`src/rtl/core/multi_channel_soft_timer_table_defines.svh`:
```
// Assertion macros shared by the timer table RTL.
`ifndef MULTI_CHANNEL_SOFT_TIMER_TABLE_DEFINES_SVH
`define MULTI_CHANNEL_SOFT_TIMER_TABLE_DEFINES_SVH

// Consequence must hold in the same cycle as the antecedent.
`define MCSTT_ASSERT_NOW(label, clk, rst_n, ante, cons) \
	label: assert property (@(posedge clk) disable iff (!rst_n) (ante) |-> (cons)) \
		else $error("mcstt: same-cycle check failed");

// Consequence must hold in the cycle after the antecedent.
`define MCSTT_ASSERT_NEXT(label, clk, rst_n, ante, cons) \
	label: assert property (@(posedge clk) disable iff (!rst_n) (ante) |=> (cons)) \
		else $error("mcstt: next-cycle check failed");

`endif

```
`src/rtl/core/mcstt_pkg.sv`:
```
package mcstt_pkg;

	localparam int DEF_NUM_SLOTS   = 8;
	localparam int DEF_COUNT_WIDTH = 32;
	localparam int MAX_RESULTS     = 8;
	localparam int QUEUE_DEPTH     = 2;

	localparam logic [2:0] OP_TICK   = 3'd0;
	localparam logic [2:0] OP_CREATE = 3'd1;
	localparam logic [2:0] OP_REMOVE = 3'd2;
	localparam logic [2:0] OP_PAUSE  = 3'd3;
	localparam logic [2:0] OP_RESUME = 3'd4;
	localparam logic [2:0] OP_RESET  = 3'd5;
	localparam logic [2:0] OP_GET    = 3'd6;

	localparam logic KIND_STATUS = 1'b0;
	localparam logic KIND_FIRED  = 1'b1;

	localparam logic STAT_OK   = 1'b0;
	localparam logic STAT_FAIL = 1'b1;

	// One classified request as it waits in the queue.
	typedef struct packed {
		logic [2:0]  op;
		logic [2:0]  slot;
		logic        hit;
		logic [31:0] reload;
		logic        auto_reload;
		logic        run_enable;
	} cmd_t;

endpackage

```
`src/rtl/core/mcstt_ram.sv`:
```
module mcstt_ram #(
	parameter int WIDTH = 32,
	parameter int DEPTH = 8
) (
	input  logic                                  clk,
	input  logic                                  we,
	input  logic [(DEPTH > 1 ? $clog2(DEPTH) : 1)-1:0] waddr,
	input  logic [WIDTH-1:0]                      wdata,
	input  logic [(DEPTH > 1 ? $clog2(DEPTH) : 1)-1:0] raddr,
	output logic [WIDTH-1:0]                      rdata
);

	logic [WIDTH-1:0] mem_q [DEPTH];
	logic [WIDTH-1:0] rdata_q;

	always_ff @(posedge clk) begin
		if (we) begin
			mem_q[waddr] <= wdata;
		end
		rdata_q <= mem_q[raddr];
	end

	assign rdata = rdata_q;

endmodule

```
`src/rtl/core/mcstt_front.sv`:
```
module mcstt_front #(
	parameter int NUM_SLOTS = mcstt_pkg::DEF_NUM_SLOTS
) (
	input  logic              [2:0]  op,
	input  logic              [2:0]  timer_slot,
	input  logic              [31:0] reload_value,
	input  logic                     auto_reload,
	input  logic                     run_enable,
	output mcstt_pkg::cmd_t          cmd
);

	localparam logic [6:0] SLOTS7 = 7'(NUM_SLOTS);

	logic [6:0] slot_ext;

	assign slot_ext = {4'b0, timer_slot};

	always_comb begin
		cmd.op          = op;
		cmd.slot        = timer_slot;
		// A slot number past the end of the table is treated as not found.
		cmd.hit         = (slot_ext < SLOTS7);
		cmd.reload      = reload_value;
		cmd.auto_reload = auto_reload;
		cmd.run_enable  = run_enable;
	end

endmodule

```
`src/rtl/core/mcstt_queue.sv`:
```
`include "multi_channel_soft_timer_table_defines.svh"

module mcstt_queue (
	input  logic            clk,
	input  logic            arst_n,
	input  logic            push,
	input  mcstt_pkg::cmd_t push_data,
	input  logic            pop,
	output mcstt_pkg::cmd_t head,
	output logic            empty,
	output logic            full
);

	localparam int DEPTH = mcstt_pkg::QUEUE_DEPTH;
	localparam int PW    = (DEPTH > 1) ? $clog2(DEPTH) : 1;
	localparam int CNTW  = $clog2(DEPTH + 1);

	mcstt_pkg::cmd_t mem_q [DEPTH];
	logic [PW-1:0]   wr_ptr_q;
	logic [PW-1:0]   rd_ptr_q;
	logic [CNTW-1:0] count_q;

	assign empty = (count_q == '0);
	assign full  = (count_q == CNTW'(DEPTH));
	assign head  = mem_q[rd_ptr_q];

	always_ff @(posedge clk or negedge arst_n) begin
		if (!arst_n) begin
			wr_ptr_q <= '0;
			rd_ptr_q <= '0;
			count_q  <= '0;
		end else begin
			if (push) begin
				wr_ptr_q <= (wr_ptr_q == PW'(DEPTH - 1)) ? '0 : wr_ptr_q + 1'b1;
			end
			if (pop) begin
				rd_ptr_q <= (rd_ptr_q == PW'(DEPTH - 1)) ? '0 : rd_ptr_q + 1'b1;
			end
			if (push && !pop) begin
				count_q <= count_q + 1'b1;
			end else if (pop && !push) begin
				count_q <= count_q - 1'b1;
			end
		end
	end

	always_ff @(posedge clk) begin
		if (push) begin
			mem_q[wr_ptr_q] <= push_data;
		end
	end

	`MCSTT_ASSERT_NOW(a_pop_not_empty, clk, arst_n, pop, count_q != '0)

endmodule

```
`src/rtl/core/mcstt_back.sv`:
```
`include "multi_channel_soft_timer_table_defines.svh"

module mcstt_back #(
	parameter int NUM_SLOTS   = mcstt_pkg::DEF_NUM_SLOTS,
	parameter int COUNT_WIDTH = mcstt_pkg::DEF_COUNT_WIDTH
) (
	input  logic            clk,
	input  logic            arst_n,
	input  logic            q_empty,
	input  mcstt_pkg::cmd_t q_head,
	output logic            q_pop,
	output logic            res_valid,
	input  logic            res_ready,
	output logic            kind,
	output logic [2:0]      slot,
	output logic            status,
	output logic            running,
	output logic [31:0]     tick_count,
	output logic            last
);

	localparam int SW = (NUM_SLOTS > 1) ? $clog2(NUM_SLOTS) : 1;
	localparam int CW = COUNT_WIDTH;
	localparam int NW = $clog2(mcstt_pkg::MAX_RESULTS + 1);

	localparam logic [2:0] S_IDLE = 3'd0;
	localparam logic [2:0] S_EXEC = 3'd1;
	localparam logic [2:0] S_RST  = 3'd2;
	localparam logic [2:0] S_RESP = 3'd3;
	localparam logic [2:0] S_TRD  = 3'd4;
	localparam logic [2:0] S_TUPD = 3'd5;
	localparam logic [2:0] S_TEND = 3'd6;

	logic [2:0]           state_q;
	mcstt_pkg::cmd_t      cmd_q;
	logic [NUM_SLOTS-1:0] valid_q;
	logic [NUM_SLOTS-1:0] running_q;
	logic [NUM_SLOTS-1:0] auto_q;
	logic [31:0]          ticks_q;
	logic [SW-1:0]        idx_q;
	logic [NW-1:0]        fired_n_q;
	logic                 pend_valid_q;
	logic [2:0]           pend_slot_q;
	logic                 pend_running_q;
	logic                 resp_status_q;
	logic                 resp_running_q;
	logic                 res_valid_q;
	logic                 res_kind_q;
	logic [2:0]           res_slot_q;
	logic                 res_status_q;
	logic                 res_running_q;
	logic [31:0]          res_ticks_q;
	logic                 res_last_q;

	logic [6:0]    cmd_slot_ext;
	logic [SW-1:0] cmd_idx;
	logic [63:0]   rv_ext;
	logic [CW-1:0] rv;
	logic          found;
	logic          free_slot;
	logic [6:0]    idx_ext;
	logic [2:0]    idx_slot;
	logic          sweeping;
	logic          act;
	logic [CW-1:0] dec;
	logic          fire;
	logic          report;
	logic          need_emit;
	logic          stall;
	logic          out_free;
	logic          exec_status;
	logic          exec_running;
	logic          in_tupd;
	logic          in_idle;
	logic          tend_done;

	logic          res_load;
	logic          ld_kind;
	logic [2:0]    ld_slot;
	logic          ld_status;
	logic          ld_running;
	logic          ld_last;

	logic          rld_we;
	logic          cnt_we;
	logic [SW-1:0] ram_raddr;
	logic [SW-1:0] cnt_waddr;
	logic [CW-1:0] cnt_wdata;
	logic [CW-1:0] rld_rd;
	logic [CW-1:0] cnt_rd;

	assign cmd_slot_ext = {4'b0, cmd_q.slot};
	assign cmd_idx      = cmd_slot_ext[SW-1:0];
	assign rv_ext       = {32'b0, cmd_q.reload};
	assign rv           = rv_ext[CW-1:0];
	assign found        = cmd_q.hit && valid_q[cmd_idx];
	assign free_slot    = cmd_q.hit && !valid_q[cmd_idx];

	assign idx_ext  = 7'(idx_q);
	assign idx_slot = idx_ext[2:0];
	assign sweeping = (state_q == S_TRD) || (state_q == S_TUPD);

	// Tick step for the slot under the sweep index; RAM data belongs to idx_q.
	assign act       = valid_q[idx_q] && running_q[idx_q];
	assign dec       = (cnt_rd != '0) ? cnt_rd - CW'(1) : cnt_rd;
	assign fire      = (state_q == S_TUPD) && act && (dec == '0);
	assign report    = fire && (fired_n_q < NW'(mcstt_pkg::MAX_RESULTS));
	assign out_free  = !res_valid_q || res_ready;
	// The held fired result goes out mid-sweep only once a later one proves it is not last.
	assign need_emit = report && pend_valid_q;
	assign stall     = need_emit && !out_free;

	assign in_tupd   = (state_q == S_TUPD);
	assign in_idle   = (state_q == S_IDLE);
	assign tend_done = (state_q == S_TEND) && out_free;

	assign q_pop = (state_q == S_IDLE) && !q_empty;

	always_comb begin
		exec_status  = mcstt_pkg::STAT_FAIL;
		exec_running = 1'b0;
		unique case (cmd_q.op) inside
			mcstt_pkg::OP_CREATE: begin
				if (free_slot) begin
					exec_status = mcstt_pkg::STAT_OK;
				end
			end
			mcstt_pkg::OP_REMOVE, mcstt_pkg::OP_PAUSE, mcstt_pkg::OP_RESUME,
			mcstt_pkg::OP_RESET: begin
				if (found) begin
					exec_status = mcstt_pkg::STAT_OK;
				end
			end
			mcstt_pkg::OP_GET: begin
				if (found) begin
					exec_status  = mcstt_pkg::STAT_OK;
					exec_running = running_q[cmd_idx];
				end
			end
			default: begin
				exec_status = mcstt_pkg::STAT_FAIL;
			end
		endcase
	end

	always_comb begin
		rld_we    = 1'b0;
		cnt_we    = 1'b0;
		cnt_waddr = cmd_idx;
		cnt_wdata = rv;
		ram_raddr = sweeping ? idx_q : cmd_idx;
		if ((state_q == S_EXEC) && (cmd_q.op == mcstt_pkg::OP_CREATE) && free_slot) begin
			rld_we = 1'b1;
			cnt_we = 1'b1;
		end
		if (state_q == S_RST) begin
			cnt_we    = 1'b1;
			cnt_wdata = rld_rd;
		end
		if ((state_q == S_TUPD) && act && !stall) begin
			cnt_we    = 1'b1;
			cnt_waddr = idx_q;
			cnt_wdata = fire ? rld_rd : dec;
		end
	end

	always_comb begin
		res_load   = 1'b0;
		ld_kind    = mcstt_pkg::KIND_STATUS;
		ld_slot    = cmd_q.slot;
		ld_status  = resp_status_q;
		ld_running = resp_running_q;
		ld_last    = 1'b1;
		case (state_q)
			S_RESP: begin
				res_load = out_free;
			end
			S_TUPD: begin
				res_load   = need_emit && out_free;
				ld_kind    = mcstt_pkg::KIND_FIRED;
				ld_slot    = pend_slot_q;
				ld_status  = mcstt_pkg::STAT_OK;
				ld_running = pend_running_q;
				ld_last    = 1'b0;
			end
			S_TEND: begin
				res_load  = out_free;
				ld_status = mcstt_pkg::STAT_OK;
				if (pend_valid_q) begin
					ld_kind    = mcstt_pkg::KIND_FIRED;
					ld_slot    = pend_slot_q;
					ld_running = pend_running_q;
				end else begin
					ld_slot    = 3'd0;
					ld_running = 1'b0;
				end
			end
			default: begin
				res_load = 1'b0;
			end
		endcase
	end

	mcstt_ram #(
		.WIDTH(CW),
		.DEPTH(NUM_SLOTS)
	) u_reload_ram (
		.clk  (clk),
		.we   (rld_we),
		.waddr(cmd_idx),
		.wdata(rv),
		.raddr(ram_raddr),
		.rdata(rld_rd)
	);

	mcstt_ram #(
		.WIDTH(CW),
		.DEPTH(NUM_SLOTS)
	) u_counter_ram (
		.clk  (clk),
		.we   (cnt_we),
		.waddr(cnt_waddr),
		.wdata(cnt_wdata),
		.raddr(ram_raddr),
		.rdata(cnt_rd)
	);

	always_ff @(posedge clk or negedge arst_n) begin
		if (!arst_n) begin
			state_q      <= S_IDLE;
			valid_q      <= '0;
			running_q    <= '0;
			auto_q       <= '0;
			ticks_q      <= '0;
			idx_q        <= '0;
			fired_n_q    <= '0;
			pend_valid_q <= 1'b0;
			res_valid_q  <= 1'b0;
		end else begin
			unique case (state_q)
				S_IDLE: begin
					if (q_pop) begin
						state_q <= S_EXEC;
					end
				end
				S_EXEC: begin
					if (cmd_q.op == mcstt_pkg::OP_TICK) begin
						state_q <= S_TRD;
					end else if ((cmd_q.op == mcstt_pkg::OP_RESET) && found) begin
						state_q <= S_RST;
					end else begin
						state_q <= S_RESP;
					end
					unique case (cmd_q.op)
						mcstt_pkg::OP_TICK: begin
							ticks_q      <= ticks_q + 32'd1;
							idx_q        <= '0;
							fired_n_q    <= '0;
							pend_valid_q <= 1'b0;
						end
						mcstt_pkg::OP_CREATE: begin
							if (free_slot) begin
								valid_q[cmd_idx]   <= 1'b1;
								running_q[cmd_idx] <= cmd_q.run_enable;
								auto_q[cmd_idx]    <= cmd_q.auto_reload;
							end
						end
						mcstt_pkg::OP_REMOVE: begin
							if (found) begin
								valid_q[cmd_idx]   <= 1'b0;
								running_q[cmd_idx] <= 1'b0;
								auto_q[cmd_idx]    <= 1'b0;
							end
						end
						mcstt_pkg::OP_PAUSE: begin
							if (found) begin
								running_q[cmd_idx] <= 1'b0;
							end
						end
						mcstt_pkg::OP_RESUME: begin
							if (found) begin
								running_q[cmd_idx] <= 1'b1;
							end
						end
						mcstt_pkg::OP_RESET: begin
							if (found) begin
								running_q[cmd_idx] <= 1'b1;
							end
						end
						default: begin
						end
					endcase
				end
				S_RST: begin
					state_q <= S_RESP;
				end
				S_RESP: begin
					if (out_free) begin
						state_q <= S_IDLE;
					end
				end
				S_TRD: begin
					state_q <= S_TUPD;
				end
				S_TUPD: begin
					if (!stall) begin
						if (fire) begin
							running_q[idx_q] <= auto_q[idx_q];
						end
						if (report) begin
							pend_valid_q <= 1'b1;
							fired_n_q    <= fired_n_q + 1'b1;
						end
						if (idx_q == SW'(NUM_SLOTS - 1)) begin
							state_q <= S_TEND;
						end else begin
							idx_q   <= idx_q + 1'b1;
							state_q <= S_TRD;
						end
					end
				end
				S_TEND: begin
					if (out_free) begin
						pend_valid_q <= 1'b0;
						state_q      <= S_IDLE;
					end
				end
				default: begin
					state_q <= S_IDLE;
				end
			endcase

			if (res_load) begin
				res_valid_q <= 1'b1;
			end else if (res_ready) begin
				res_valid_q <= 1'b0;
			end
		end
	end

	always_ff @(posedge clk) begin
		if (q_pop) begin
			cmd_q <= q_head;
		end
		if (state_q == S_EXEC) begin
			resp_status_q  <= exec_status;
			resp_running_q <= exec_running;
		end
		if ((state_q == S_TUPD) && !stall && report) begin
			pend_slot_q    <= idx_slot;
			pend_running_q <= auto_q[idx_q];
		end
		if (res_load) begin
			res_kind_q    <= ld_kind;
			res_slot_q    <= ld_slot;
			res_status_q  <= ld_status;
			res_running_q <= ld_running;
			res_ticks_q   <= ticks_q;
			res_last_q    <= ld_last;
		end
	end

	assign res_valid  = res_valid_q;
	assign kind       = res_kind_q;
	assign slot       = res_slot_q;
	assign status     = res_status_q;
	assign running    = res_running_q;
	assign tick_count = res_ticks_q;
	assign last       = res_last_q;

	`MCSTT_ASSERT_NEXT(a_stall_holds, clk, arst_n, stall, in_tupd && $stable(cnt_rd) && $stable(idx_q))
	`MCSTT_ASSERT_NOW(a_fired_cap, clk, arst_n, 1'b1, fired_n_q <= NW'(mcstt_pkg::MAX_RESULTS))
	`MCSTT_ASSERT_NEXT(a_tick_ends_last, clk, arst_n, tend_done, res_valid && last && in_idle)

endmodule

```
`src/rtl/core/multi_channel_soft_timer_table.sv`:
```
// Channel   Handshake               Payload
// request   req_valid / req_ready   op, timer_slot, reload_value, auto_reload, run_enable
// result    res_valid / res_ready   kind, slot, status, running, tick_count, last
//
// A command passes from the head of the queue through the execute and respond states
// to its result register, a found reset via a reload-copy state. A tick sweeps the slots in
// order with a read and an update state per slot, for registered counter and reload reads.
// Reset clears the slot flags and tick count at once; there is no clearing pass.
// A two-entry request queue keeps accepting until full while a result waits in the output register;
// a tick sweep holds on a slot while a fired result cannot yet be handed over.
module multi_channel_soft_timer_table #(
	parameter int NUM_SLOTS   = mcstt_pkg::DEF_NUM_SLOTS,
	parameter int COUNT_WIDTH = mcstt_pkg::DEF_COUNT_WIDTH
) (
	input  logic        clk,
	input  logic        arst_n,
	input  logic        req_valid,
	output logic        req_ready,
	input  logic [2:0]  op,
	input  logic [2:0]  timer_slot,
	input  logic [31:0] reload_value,
	input  logic        auto_reload,
	input  logic        run_enable,
	output logic        res_valid,
	input  logic        res_ready,
	output logic        kind,
	output logic [2:0]  slot,
	output logic        status,
	output logic        running,
	output logic [31:0] tick_count,
	output logic        last
);

	mcstt_pkg::cmd_t front_cmd;
	mcstt_pkg::cmd_t q_head;
	logic            q_empty;
	logic            q_full;
	logic            q_pop;
	logic            push;

	assign req_ready = !q_full;
	assign push      = req_valid && req_ready;

	mcstt_front #(
		.NUM_SLOTS(NUM_SLOTS)
	) u_front (
		.op          (op),
		.timer_slot  (timer_slot),
		.reload_value(reload_value),
		.auto_reload (auto_reload),
		.run_enable  (run_enable),
		.cmd         (front_cmd)
	);

	mcstt_queue u_queue (
		.clk      (clk),
		.arst_n   (arst_n),
		.push     (push),
		.push_data(front_cmd),
		.pop      (q_pop),
		.head     (q_head),
		.empty    (q_empty),
		.full     (q_full)
	);

	mcstt_back #(
		.NUM_SLOTS  (NUM_SLOTS),
		.COUNT_WIDTH(COUNT_WIDTH)
	) u_back (
		.clk       (clk),
		.arst_n    (arst_n),
		.q_empty   (q_empty),
		.q_head    (q_head),
		.q_pop     (q_pop),
		.res_valid (res_valid),
		.res_ready (res_ready),
		.kind      (kind),
		.slot      (slot),
		.status    (status),
		.running   (running),
		.tick_count(tick_count),
		.last      (last)
	);

endmodule

```
`config.mk`:
```
export PLATFORM = sky130hd
export DESIGN_NAME = multi_channel_soft_timer_table
export DESIGN_NICKNAME = d
export VERILOG_FILES = /design/src/rtl/core/mcstt_pkg.sv /design/src/rtl/core/mcstt_ram.sv /design/src/rtl/core/mcstt_front.sv /design/src/rtl/core/mcstt_queue.sv /design/src/rtl/core/mcstt_back.sv /design/src/rtl/core/multi_channel_soft_timer_table.sv
export VERILOG_INCLUDE_DIRS = /design/src /design/src/rtl/core
export SDC_FILE = /design/constraint.sdc
export NUM_CORES = 1
export LEC_CHECK = 0
export ABC_AREA = 1
export ABC_CLOCK_PERIOD_IN_PS = 17800
export BUFFER_PORTS_ARGS = -buffer_cell sky130_fd_sc_hd__buf_2
export CORE_MARGIN = 4
export CORE_UTILIZATION = 53
export CTS_BUF_LIST = sky130_fd_sc_hd__clkbuf_8
export DETAILED_ROUTE_END_ITERATION = 6
export PLACE_DENSITY = 0.69
export SLEW_MARGIN = 10
export SYNTH_ARGS = -nofsm -noshare
export SYNTH_HDL_FRONTEND = slang
export SYNTH_HIERARCHICAL = 1
export SYNTH_SLANG_ARGS = --single-unit
```
`constraint.sdc`:
```
create_clock -name clk -period 17.8 [get_ports clk]
set_input_delay 0.89 -clock clk [delete_from_list [all_inputs] [get_ports clk]]
set_output_delay 0.89 -clock clk [all_outputs]
set_load 0.005 [all_outputs]
```
==> flow_summary.ini, run 1 <==
[setup_path]
path_cells = inv_1 > ha_1 > nand2_2 > nor2_4 > nand2_2 > inv_2 > nand2_2 > nand2_1 > inv_2 > nor2_1 > nand3_1 > nor2_1 > nand2_1 > nor2_2 > nand3_4 > nand2_4 > o21ai_0 > inv_1 > nand2_1 > nor2_4
arrival_ns = 5.57
crit_start = u_back/u_counter_ram/rdata[0]
critPathMaxStageDelay_ns = 0.99
slowest_stage = nor2_4
criticalPathCategory = register to register
endpoint_kind = register
cp_top_family = simple AND/OR/NAND/NOR gates
cp_max_fo = 61
rr_startpoint = u_back/u_counter_ram/rdata[0]
path_buf_inv = 4
crit_path_start_kind = register
crit_required_ns = 18.15

[route]
post_drt_wl_per_cell_um = 16.9
wl_met2_um = 37000
wl_met1_um = 36400
dr_total_vias = 24400
maxUsedRoutingLayer = met5
initialDrtViolationCount = 2090
routed_wl_um = 81500
drt_pass1_iterations = 5
dr_wl_met3_um = 6140
drtAntennaViolNets = 0
drc = 0
vias_per_cell = 5.05

[cts]
cts_buffers = 135
cts_htree_levels = 4
clk_pin_slew_ns = 0.06
cts_tree = yes
cts_resized = 0
cts_root_buf = clkbuf_8
cts.sinks = 816
clk_latency_ns = 0.76
clockBufferDepth = 3

[synth]
yosys_warnings = 6
synthFlopType = edfxtp_1
synthDistinctLibCells = 49
async_flop_share_pct = 8.82
ys_seq_area_share_pct = 63.9
synth_area_sq_um = 36800
synth_cells = 3698
ys_ff_latch = 816
synth_area_per_cell_sq_um = 9.95
synth_edf_count = 680
synth.net_count = 3750

[placed_design]
dpl.hpwl_um = 49900
pre_cts_ws_ns = 12.64
dpl.cell_count = 4571
io_buffers = 84
gp_congestion = 0.904

[cells_and_area]
drive_gt1_share_pct = 10.7
final_cell_mix = nand2_1 (1192), inv_1 (714), edfxtp_1 (680), nand3_1 (324), clkbuf_8 (146)
layout_commonest_cell = nand2_1
syn2layout_area_growth_pct = 9.11
fin_cells = 4822
final_nets = 3830

[worst_hold_path]
hold_class = input port to register
hold_start = timer_slot[1]

[sta]
fin_tns_setup_ns = 0
drv_slew = 0
hold_viol_final = 0
clock_skew_ns = 0.0406
tightestPinTransition_ns = 1.22
period_share_pct = 29.4
fin_ws_ns = 12.58
clock.fmax_ghz = 0.191
rsz0062_at_grt = false
fin_crit_ns = 5.22
relSlewSlack_pct = 18.6
setup_viol_count_final = 0

[floorplanning]
core-area_sq_um = 68700
die_height_um = 272
fp.dieW_um = 272
ios = 85
rows = 96
die-area_sq_um = 73700
start_util_pct = 53.6

[power_and_ir_drop]
p_per_area_nw_per_um2 = 162
leakagePower_nw = 18.1
ir_drop_v = 0.000113

[grt]
grt_max_degree = 103
grt_usage_pct = 22.3
grt_pass1_wl_um = 129000
grt_pass1_vias = 23500
grt_overflow_total = 0
antenna_found_initial = 5

[run_status]
status = finished, final reports clean

[run]
drv_cap = 0
==> cells by family (layout without fill, tap and decap cells) <==
logic type | Yosys count | in the layout | share of synthesized area [%]
other | 1 | 3 | 0.0102
flip-flops | 816 | 816 | 63.9
XOR/XNOR | 39 | 39 | 0.928
AND/OR/NAND/NOR | 1755 | 1755 | 19.9
buffers and inverters | 844 | 1035 | 10.1
adder cells (fa/ha/maj) | 8 | 8 | 0.272
AO/OA/AOI/OAI | 172 | 172 | 2.59
multiplexers | 63 | 63 | 2.32
==> through the flow <==
stage,cell area [sq um],util [%],power (mW),hold WS [ns]
after global routing,40200,58.4,6.96,0.250
final,40200,58.4,6.52,0.310
after floorplan,36800,-,4.35,0.442
after CTS,40200,58.4,6.56,0.221
after detailed placement,37600,54.8,5.02,0.454
after global placement,37600,54.8,4.99,0.457
==> final timing paths <==
path / endpoint / slack [ns] / cells after the start
worst max register to register: u_back/u_counter_ram/mem_q[4][14] / 12.58 / 20
min in group asynchronous: u_back/ticks_q[19] / 0.52 / 2
worst max-delay path: u_back/u_counter_ram/mem_q[4][14] / 12.58 / 20
max in group asynchronous: u_queue/rd_ptr_q / 16.20 / 3
worst min-delay path: u_queue/mem_q[0][36] / 0.31 / 1
worst min register to register: u_back/tick_count[31] / 0.48 / 0
==> cell type report <==
class                   count  area [sq um]
fillers                  5823         28500
repair buffers            118           693
clock inverters           102           517
inverters                 669          2510
well taps                 931          1160
multi-input cells        2038          9750
clock buffers             146          2010
diodes                      2          5.00
flip-flops and latches    816         23500
==> synth_stat cells (29+ instances only) <==
cell	n	area share, %
nand2_1	1193	12
edfxtp_1	680	55
inv_1	658	6.7
nand3_1	324	4.4
nor2_1	151	1.5
o21ai_0	98	1.3
dfrtp_1	72	4.9
dfxtp_1	64	3.5
buf_4	59	1.2
buf_2	45	0.61
mux2_4	39	1.6
buf_6	29	0.89
==> layer usage <==
layer	up-vias	GRT usage, %
met5	-	0
met4	2	7.57
met3	161	4.10
met2	845	34.9
met1	11400	31.8
li1	12000	-
==> state kept, by name, indices dropped and copies added (netlist names), 2 cells and up, named ones only <==
signal,count
u_back/u_reload_ram/mem_q,256
u_back/cmd_q,6
u_queue/count_q,2
u_back/u_reload_ram/rdata,32
u_back/rv,32
u_back/auto_q,8
u_back/u_counter_ram/rdata,32
u_back/tick_count,32
u_back/idx_q,3
u_back/running_q,8
u_queue/mem_q,82
u_back/pend_slot_q,3
u_back/fired_n_q,4
u_back/u_counter_ram/mem_q,256
u_back/state_q,3
u_back/slot,3
u_back/cmd_idx,3
u_back/ticks_q,32
==> where the power goes <==
part / leakage [nW] / total, mW / internal [mW] / switching (mW)
Combinational: 8.95 / 2.20 / 0.637 / 1.56
Clock: 1.49 / 1.52 / 0.790 / 0.728
Sequential: 7.69 / 2.80 / 2.59 / 0.219
Total: 18.1 / 6.52 / 4.01 / 2.51
==> repair_timing <==
| action | in CTS | in global routing |
|---|---|---|
| hold endpoints to repair | 11 | 0 |
| buffers inserted | 0 | 0 |
| setup endpoints to repair | 0 | 0 |
| hold buffers | 1 | 0 |
(Power assumes the default switching activity.)
==> inputs of run 2 (changes only) <==
--- a/config.mk
+++ b/config.mk
@@ -7,7 +7,7 @@
 export NUM_CORES = 1
 export LEC_CHECK = 0
 export ABC_AREA = 1
-export ABC_CLOCK_PERIOD_IN_PS = 17800
+export ABC_CLOCK_PERIOD_IN_PS = 5300
 export BUFFER_PORTS_ARGS = -buffer_cell sky130_fd_sc_hd__buf_2
 export CORE_MARGIN = 4
 export CORE_UTILIZATION = 53
==> constraint.sdc (replaced) <==
create_clock -name clk -period 5.3 [get_ports clk]
set_input_delay 0.265 -clock clk [delete_from_list [all_inputs] [get_ports clk]]
set_output_delay 0.265 -clock clk [all_outputs]
set_load 0.005 [all_outputs]
==> run 2 against run 1 <==
  * Sequential power rose to 3.4 times the previous value
  * Worst setup slack got worse by 12 ns
  * Non-clock buffer count rose by 58
  * Combinational power rose to 3.4 times the previous value
  * Via count rose by 0.34%
  * Critical path depth rose by 2
  * Clock skew rose by 0.0033 ns
  * Critical endpoint is now u_back/u_counter_ram/mem_q[1][2]
  * Largest cell class unchanged
==> flow_summary.ini, run 2 (synthesized netlist as in run 1, its figures left out) <==
[cts]
cts_htree_levels = 4
postCtsHoldBufs = 44
clk_pin_slew_ns = 0.06
cts_tree = yes
cts_buffers = 133
clk_latency_ns = 0.79
clockBufferDepth = 3
cts.sinks = 816
cts_root_buf = clkbuf_8
cts_resized = 0
cts_setup_buffers = 0

[floorplanning]
die_height_um = 272
start_util_pct = 53.6
core-area_sq_um = 68700
die-area_sq_um = 73700
fp.dieW_um = 272
rows = 96
ios = 85

[setup_path]
crit_start = u_back/u_counter_ram/rdata[0]
path_buf_inv = 4
rr_startpoint = u_back/u_counter_ram/rdata[0]
criticalPathCategory = register to register
cp_top_family = simple AND/OR/NAND/NOR gates
slowest_stage = nor2_4
arrival_ns = 5.06
endpoint_kind = register
crit_path_frequent_cell = nand2_1
crit_path_start_kind = register
critPathMaxStageDelay_ns = 0.56
ff2ff_path_depth = 22
path_cells = inv_1 > ha_1 > nand2_2 > nor2_4 > nand2_2 > inv_2 > nand2_2 > buf_4 > nand2_1 > nand2_1 > nor2_1 > nand2_1 > nor2_1 > nand3_1 > nor2_2 > nand3_4 > nand2_4 > nand2_1 > o21ai_0 > nand2_1 > nor2_4 > buf_4
crit_required_ns = 5.76
cp_max_fo = 29
cp.depth = 22

[route]
drt_pass1_iterations = 7
drc = 0
post_drt_wl_per_cell_um = 17.4
routed_wl_um = 84700
vias_per_cell = 5.01
initialDrtViolationCount = 2177
drtAntennaViolNets = 0
dr_total_vias = 24400

[worst_hold_path]
hold_start = reload_value[2]
min_delay_path_depth = 2
hold_class = input port to register

[cells_and_area]
largestRegisters = u_back/u_counter_ram/mem_q x256, u_back/u_reload_ram/mem_q x256, u_queue/mem_q x82
fin_cells = 4874
final_cell_mix = nand2_1 (1192), inv_1 (704), edfxtp_1 (680), nand3_1 (324), clkbuf_8 (146)
syn2layout_area_growth_pct = 10.8
drive_gt1_share_pct = 11.2
final_nets = 3886
layout_commonest_cell = nand2_1

[grt]
grt_usage_pct = 22.9
grt_max_degree = 137
antenna_found_initial = 2
grt_overflow_total = 0
grt_pass1_vias = 23400
grt_pass1_wl_um = 132000

[power_and_ir_drop]
switching_share_pct = 38.9
leakagePower_nw = 18.4
p_comb_share_pct = 33.9
intPower_mw = 13.5
switchingPower_mw = 8.60
ir_drop_v = 0.000357
seqPwrFrac_pct = 42.7
pwr-share-clk_pct = 23.4
p_per_area_nw_per_um2 = 543

[sta]
relSlewSlack_pct = 28.4
tightestPinTransition_ns = 1.06
hold_viol_final = 0
fin_crit_ns = 4.59
rsz0062_at_grt = false
fin_tns_setup_ns = 0
clock_skew_ns = 0.0439
drv_slew = 0
clock.fmax_ghz = 0.218
setup_viol_count_final = 0
period_share_pct = 86.7

[run_status]
status = finished, final reports clean

[placed_design]
dpl.cell_count = 4586
io_buffers = 84
gp_congestion = 0.921
dpl.hpwl_um = 52500

[run]
drv_cap = 0
-- run 2: cell count changes in the layout (fill, tap and decap cells not counted), sizes merged --
cell         before  now
buf             117  132
clkinv           37   38
clkinvlp          2    4
diode             2    1
dlygate4sd3       1   44
inv             730  722
-- run 2: area by class of cell --
type                       instances  area (sq um)
timing repair buffer             176          1270
fill                            5773         27900
antenna                            1          2.50
multi-input combinational       2038          9760
sequential                       816         23500
clock inverter                    97           559
inverter                         669          2510
tap                              931          1160
clock buffer                     146          2010
-- run 2: path summary, 6_finish.rpt --
| kind | end | slack, ns |
|---|---|---|
| max | u_back/u_counter_ram/mem_q[1][2] | 0.71 |
| min | u_queue/mem_q[1][4] | 0.19 |
| max reg2reg | u_back/u_counter_ram/mem_q[1][2] | 0.71 |
| min reg2reg | u_back/running_q[0] | 0.47 |
| max in group asynchronous | u_queue/rd_ptr_q | 4.40 |
| min in group asynchronous | u_back/ticks_q[30] | 0.25 |
-- run 2: per-layer routing --
| layer | vias up | share of wire (%) | track usage, % |
|---|---|---|---|
| met5 | - | 0 | 0 |
| li1 | 12100 | - | - |
| met3 | 116 | 7.1 | 4.27 |
| met4 | 0 | 2.2 | 7.28 |
| met2 | 755 | 46 | 35.7 |
| met1 | 11500 | 45 | 33.1 |
-- run 2: worst register-to-register path: stages (launching register included) --
cell and delay (ns):
dfxtp_1 0.32, inv_1 0.15, ha_1 0.29, nand2_2 0.14
nor2_4 0.15, nand2_2 0.08, inv_2 0.06, nand2_2 0.26
buf_4 0.32, nand2_1 0.08, nand2_1 0.08, nor2_1 0.10
nand2_1 0.05, nor2_1 0.09, nand3_1 0.09, nor2_2 0.24
nand3_4 0.26, nand2_4 0.18, nand2_1 0.05, o21ai_0 0.12
nand2_1 0.28, nor2_4 0.56, buf_4 0.34
-- run 2: power groups by stage --
stage | clock network [mW] | logic, mW | registers [mW]
4_1_cts | 5.30 | 7.46 | 9.44
3_5_place_dp | 0 | 7.39 | 9.57
5_1_grt | 5.64 | 8.34 | 9.56
3_3_place_gp | 0 | 7.34 | 9.53
2_1_floorplan | 0 | 5.38 | 9.24
6_report | 5.18 | 7.51 | 9.45
-- run 2: metrics by stage --
stage | utilization (%) | hold slack (ns) | area (sq um) | worst slack, ns | total power [mW]
2_1_floorplan | - | -0.0306 | 36800 | 1.09 | 14.6
3_3_place_gp | 55.0 | 0.103 | 37800 | 0.842 | 16.9
3_5_place_dp | 55.0 | 0.106 | 37800 | 0.795 | 17.0
4_1_cts | 59.4 | 0.124 | 40800 | 0.767 | 22.2
5_1_grt | 59.4 | 0.161 | 40800 | 0.377 | 23.5
6_report | 59.4 | 0.194 | 40800 | 0.706 | 22.1
